[config.mk]
export PLATFORM = sky130hd
export DESIGN_NAME = ppc_axis
export DESIGN_NICKNAME = d
export VERILOG_FILES = /design/src/rtl/pinhole_point_projection_cull_macros.svh /design/src/rtl/ppc_pkg.sv /design/src/rtl/ppc_axis.sv
export SDC_FILE = /design/constraint.sdc
export NUM_CORES = 1
export LEC_CHECK = 0
export ABC_AREA = 1
export BUFFER_PORTS_ARGS = -buffer_cell sky130_fd_sc_hd__clkbuf_2
export CORE_ASPECT_RATIO = 2
export CORE_MARGIN = 4
export CORE_UTILIZATION = 53
export CTS_CLUSTER_DIAMETER = 100
export DETAILED_ROUTE_END_ITERATION = 7
export PLACE_DENSITY_LB_ADDON = 0.25
export SLEW_MARGIN = 25
export SYNTH_ARGS = -nofsm -noshare
export SYNTH_HDL_FRONTEND = slang
export SYNTH_SLANG_ARGS = --single-unit
[constraint.sdc]
create_clock -name clk -period 9.9 [get_ports clk]
set_clock_uncertainty 0.1 [all_clocks]
set_input_delay 2.97 -clock clk [delete_from_list [all_inputs] [get_ports clk]]
set_output_delay 2.97 -clock clk [all_outputs]
set_load 0.01 [all_outputs]
[src/rtl/pinhole_point_projection_cull_macros.svh]
// Assertion macros for the pinhole projection RTL.
`ifndef PINHOLE_POINT_PROJECTION_CULL_MACROS_SVH
`define PINHOLE_POINT_PROJECTION_CULL_MACROS_SVH

// Property must hold at every rising clock edge outside reset.
`define PPC_ASSERT(label, clk, rst_n, prop) \
  label: assert property (@(posedge clk) disable iff (!rst_n) prop) \
    else $error("ppc assertion failed");

// Condition must never be true outside reset.
`define PPC_ASSERT_NEVER(label, clk, rst_n, cond) \
  `PPC_ASSERT(label, clk, rst_n, !(cond))

`endif

[src/rtl/ppc_pkg.sv]
// Package: widths, register indexes and beat types of the projection pipeline.
package ppc_pkg;

  localparam int ID_WIDTH       = 24;
  localparam int COORD_WIDTH    = 32;
  localparam int FRAC_BITS      = 16;
  localparam int DIM_WIDTH      = 13;
  localparam int PIX_WIDTH      = 12;
  localparam int FOCAL_WIDTH    = 32;
  localparam int CENTER_WIDTH   = 29;
  localparam int DEPTH_WIDTH    = 31;
  localparam int CFG_ADDR_WIDTH = 3;
  localparam int CFG_DATA_WIDTH = 32;

  localparam int Z_WIDTH   = COORD_WIDTH - 1;
  localparam int MAG_WIDTH = COORD_WIDTH;
  localparam int N_WIDTH   = MAG_WIDTH + FOCAL_WIDTH;
  localparam int ZD_WIDTH  = Z_WIDTH + DIM_WIDTH;
  // in-view quotient stays below dim * 2^(FRAC_BITS-1)
  localparam int Q_BITS    = DIM_WIDTH + FRAC_BITS - 1;
  localparam int QM_WIDTH  = Q_BITS + 1;
  localparam int U_WIDTH   = ((CENTER_WIDTH > QM_WIDTH) ? CENTER_WIDTH : QM_WIDTH) + 2;
  localparam int M_WIDTH   = U_WIDTH + 7;
  localparam int R_WIDTH   = U_WIDTH - FRAC_BITS;

  localparam logic [CFG_ADDR_WIDTH-1:0] REG_FOCAL  = 3'd0;
  localparam logic [CFG_ADDR_WIDTH-1:0] REG_CCOL   = 3'd1;
  localparam logic [CFG_ADDR_WIDTH-1:0] REG_CROW   = 3'd2;
  localparam logic [CFG_ADDR_WIDTH-1:0] REG_NEAR   = 3'd3;
  localparam logic [CFG_ADDR_WIDTH-1:0] REG_FAR    = 3'd4;
  localparam logic [CFG_ADDR_WIDTH-1:0] REG_WIDTH  = 3'd5;
  localparam logic [CFG_ADDR_WIDTH-1:0] REG_HEIGHT = 3'd6;

  typedef struct packed {
    logic [ID_WIDTH-1:0]           pt_index;
    logic signed [COORD_WIDTH-1:0] cam_x;
    logic signed [COORD_WIDTH-1:0] cam_y;
    logic signed [COORD_WIDTH-1:0] cam_z;
  } in_item_t;

  typedef struct packed {
    logic [ID_WIDTH-1:0]  hit_id;
    logic [PIX_WIDTH-1:0] pixel_col;
    logic [PIX_WIDTH-1:0] pixel_row;
  } out_item_t;

  typedef struct packed {
    logic                vld;
    logic                ok;
    logic                negx;
    logic                negy;
    logic [ID_WIDTH-1:0] id;
  } div_tag_t;

  typedef struct packed {
    logic                 ok;
    logic [PIX_WIDTH-1:0] pix;
  } axis_res_t;

endpackage

[src/rtl/ppc_axis.sv]
// One image axis: add principal point, margin test, then round and clamp.
module ppc_axis
  import ppc_pkg::*;
(
  input  logic                    clk,
  input  logic [QM_WIDTH-1:0]     q_mag,
  input  logic                    neg,
  input  logic [CENTER_WIDTH-1:0] center,
  input  logic [DIM_WIDTH-1:0]    dim,
  output axis_res_t               res
);

  localparam logic [U_WIDTH-1:0] HALF = U_WIDTH'(1) << (FRAC_BITS - 1);
  localparam logic [PIX_WIDTH-1:0] PIX_MAX = '1;

  logic signed [U_WIDTH-1:0] qs;
  logic signed [U_WIDTH-1:0] u;
  logic signed [M_WIDTH-1:0] m;
  logic signed [M_WIDTH-1:0] lo;
  logic signed [M_WIDTH-1:0] hi;
  logic [DIM_WIDTH+6:0]      dim99;
  logic signed [U_WIDTH-1:0] u_r;
  logic                      ok_r;
  logic [U_WIDTH-1:0]        rnd;
  logic [R_WIDTH-1:0]        r;
  logic [DIM_WIDTH-1:0]      dm1;
  logic [PIX_WIDTH-1:0]      lim;

  always_comb begin
    qs    = neg ? -$signed(U_WIDTH'(q_mag)) : $signed(U_WIDTH'(q_mag));
    u     = $signed(U_WIDTH'(center)) + qs;
    m     = M_WIDTH'(u) * $signed(M_WIDTH'(100));
    dim99 = (DIM_WIDTH + 7)'(dim) * 7'd99;
    lo    = $signed(M_WIDTH'({dim, {FRAC_BITS{1'b0}}}));
    hi    = $signed(M_WIDTH'({dim99, {FRAC_BITS{1'b0}}}));
  end

  always_ff @(posedge clk) begin
    u_r  <= u;
    ok_r <= (m >= lo) && (m < hi);
  end

  // round half up, clamp to dim-1 saturated at the pixel range
  always_comb begin
    rnd = $unsigned(u_r) + HALF;
    r   = rnd[U_WIDTH-1:FRAC_BITS];
    dm1 = dim - 1'b1;
    lim = (dim > DIM_WIDTH'(1 << PIX_WIDTH)) ? PIX_MAX : dm1[PIX_WIDTH-1:0];
    res.ok  = ok_r;
    res.pix = (r > R_WIDTH'(lim)) ? lim : r[PIX_WIDTH-1:0];
  end

endmodule

==> impl_metrics.ini <==
[sta]
worstMarginPinSlew_ns = 0.617
finalWorstSetupSlack_ns = 0.392
relSlewSlack_pct = 58.5
setup_viol = 0
period_needed_ns = 9.51
period_share_pct = 96.0
rsz0062_at_grt = true
fmax_mhz = 105
slew_violations = 0
finalHoldViolCount = 0

[synth]
ys_seq_area_share_pct = 3.23
synth_top_area_share_pct = 28.9
yosys_warnings = 0
synth_edf_count = 0
synthArstFlopShare_pct = 0
muxShareOfSynthArea_pct = 0
yosys.area.top_type = ha_1
synth.area.top_cells = ha_1 (29%), nand2_1 (15%), inv_1 (12%)
ys.flop_type = dfxtp_1
synth_seq_cells = 17
synth_area_mm2 = 0.0106
synth-adder-area-share_pct = 36.1
synth_top_family_by_area = adder cells
synth_xor_area_share_pct = 9.36
synth_nets = 2014
synth_cell_type_count = 53
synth-simple-area-share_pct = 29.6
synth_compound_area_share_pct = 9.03
syn_avg_cell_area_um2 = 6.36
synth_cells = 1659

[placement]
placed_cells = 2061
place_hpwl_um = 27600
place.gp.congestion = 0.954
io_buffers = 85
pre_cts_ws_ns = -0.423
postPlaceCellArea_mm2 = 0.0118

[critical_path]
cp_top_family = simple AND/OR/NAND/NOR gates
critical_path_peak_fanout = 4
cpPeakStageDelay_ns = 0.36
crit_type = in2reg
worstPathRequired_ns = 9.94
crit_slowest_cell = ha_1
crit_arrival_ns = 9.55
critPathCaptureType = flop
start_kind = input port
worst_path_most_repeated_cell = nand2_1
worst-path-buf-inv = 9

[final_layout]
fin_util_pct = 63.9
num_antenna_cells = 0
final_cell_mix = nand2_1 (411), inv_1 (333), ha_1 (222)
layout_commonest_cell = nand2_1
syn2layout_area_growth_pct = 17.9
nets = 2173
fin_cells = 2076
drive_gt1_share_pct = 16.1
fin_area_mm2 = 0.0124

[grt]
grt_overflow = 0
antenna_found_initial = 0
grt_pass1_vias = 11100
grtUsageTotal_pct = 27.3
grt_pass1_wl_um = 49500
grt_start_max_net_pins = 16

[route]
detail-route-antenna-nets = 0
vias = 11000
vias_per_cell = 5.29
drt-initial-drc-count = 383
drc_errors = 0
finalWirelength_um = 30800
wire_per_inst_um = 14.8
drtPass1Iterations = 5

[clock_network]
cts_sinks = 17
clkTransAtPathRegs_ns = 0.05
cts_tree = built
ctsHoldBuffers = 0
clockRootBuffer = clkbuf_16
cts-buffers-inserted = 3
cts_max_level = 1
clockBufferDepth = 2

[floorplanning]
ioPinCount = 86
dieArea_mm2 = 0.0224
start_util_pct = 54.2
die_h_um = 208
core.rowCount = 72
core_area_mm2 = 0.0195
die_w_um = 108

[run]
max_cap_violations = 0

[run_status]
status = finished, final reports clean

[worst_hold_path]
hold_path_class = in2reg
cell type report:
type                       instances  area [um2]
tap                              259         324
timing repair buffer             164        1020
clock buffer                       4        78.8
fill                            1872        7020
sequential                        17         340
inverter                         340        1280
multi-input combinational       1292        9400
cells by family after synthesis:
group           count (synthesis)
compound gates                162
xor+xnor                      111
fa+ha+maj                     282
buf+inv                       350
flops                          17
simple gates                  737
worst min-delay path: stages:
cell and delay (ns):
clkbuf_2 0.08, ha_1 0.19, xnor2_1 0.16
stage by stage:
| step | hold slack [ns] | TNS [ns] |
|---|---|---|
| 3_3_place_gp | 3.29 | -0.287 |
| 6_report | 3.15 | 0 |
| 3_5_place_dp | 3.29 | -0.423 |
| 2_1_floorplan | 3.22 | 0 |
| 5_1_grt | 3.17 | -0.105 |
| 4_1_cts | 3.14 | 0 |
flip-flops by register name, summed over array words and instances, names as in the netlist:
register	flops
ok_r	1
u_r	16
cell usage after synthesis (all sizes together) (2+ instances only):
cell and instances:
a21o 8, ha 244, a21oi 83, nor4 8
nor2 145, clkbuf 5, a31o 5, nor3 19
nand3b 6, o21ai 33, buf 5, and3 2
and2 5, o31ai 3, xnor2 40, o211ai 2
xor2 70, nand4 19, nand3 85, dfxtp 17
a31oi 12, fa 38, inv 339, o21bai 8
or2 7, a21boi 3, nand2 440
per-layer routing:
metal	share of wire (%)	routed length, um	up-vias	global-route usage [%]
met2	57	17700	253	56.6
li1	-	-	5582	-
met4	8.2	2530	0	17.3
met1	32	9930	5027	23.7
met5	0	0	-	0
met3	2.1	658	127	1.37
final timing paths:
check  cells after the start  startpoint  endpoint  slack [ns]
max                       51    q_mag[0]      ok_r        0.39
min                        3  center[16]   u_r[16]        3.15
what timing repair did:
| item | 4_1_cts | 5_1_grt |
|---|---|---|
| gates resized for setup | 4 | 98 |
| buffers inserted | 0 | 11 |
| gates cloned | 0 | 0 |
| endpoints found under the setup margin | 1 | 2 |
| pin swaps | 0 | 33 |
Power is left out: the tool's default activity adds up to more than one toggle a clock period on the data nets, which glitch-free logic cannot reach.
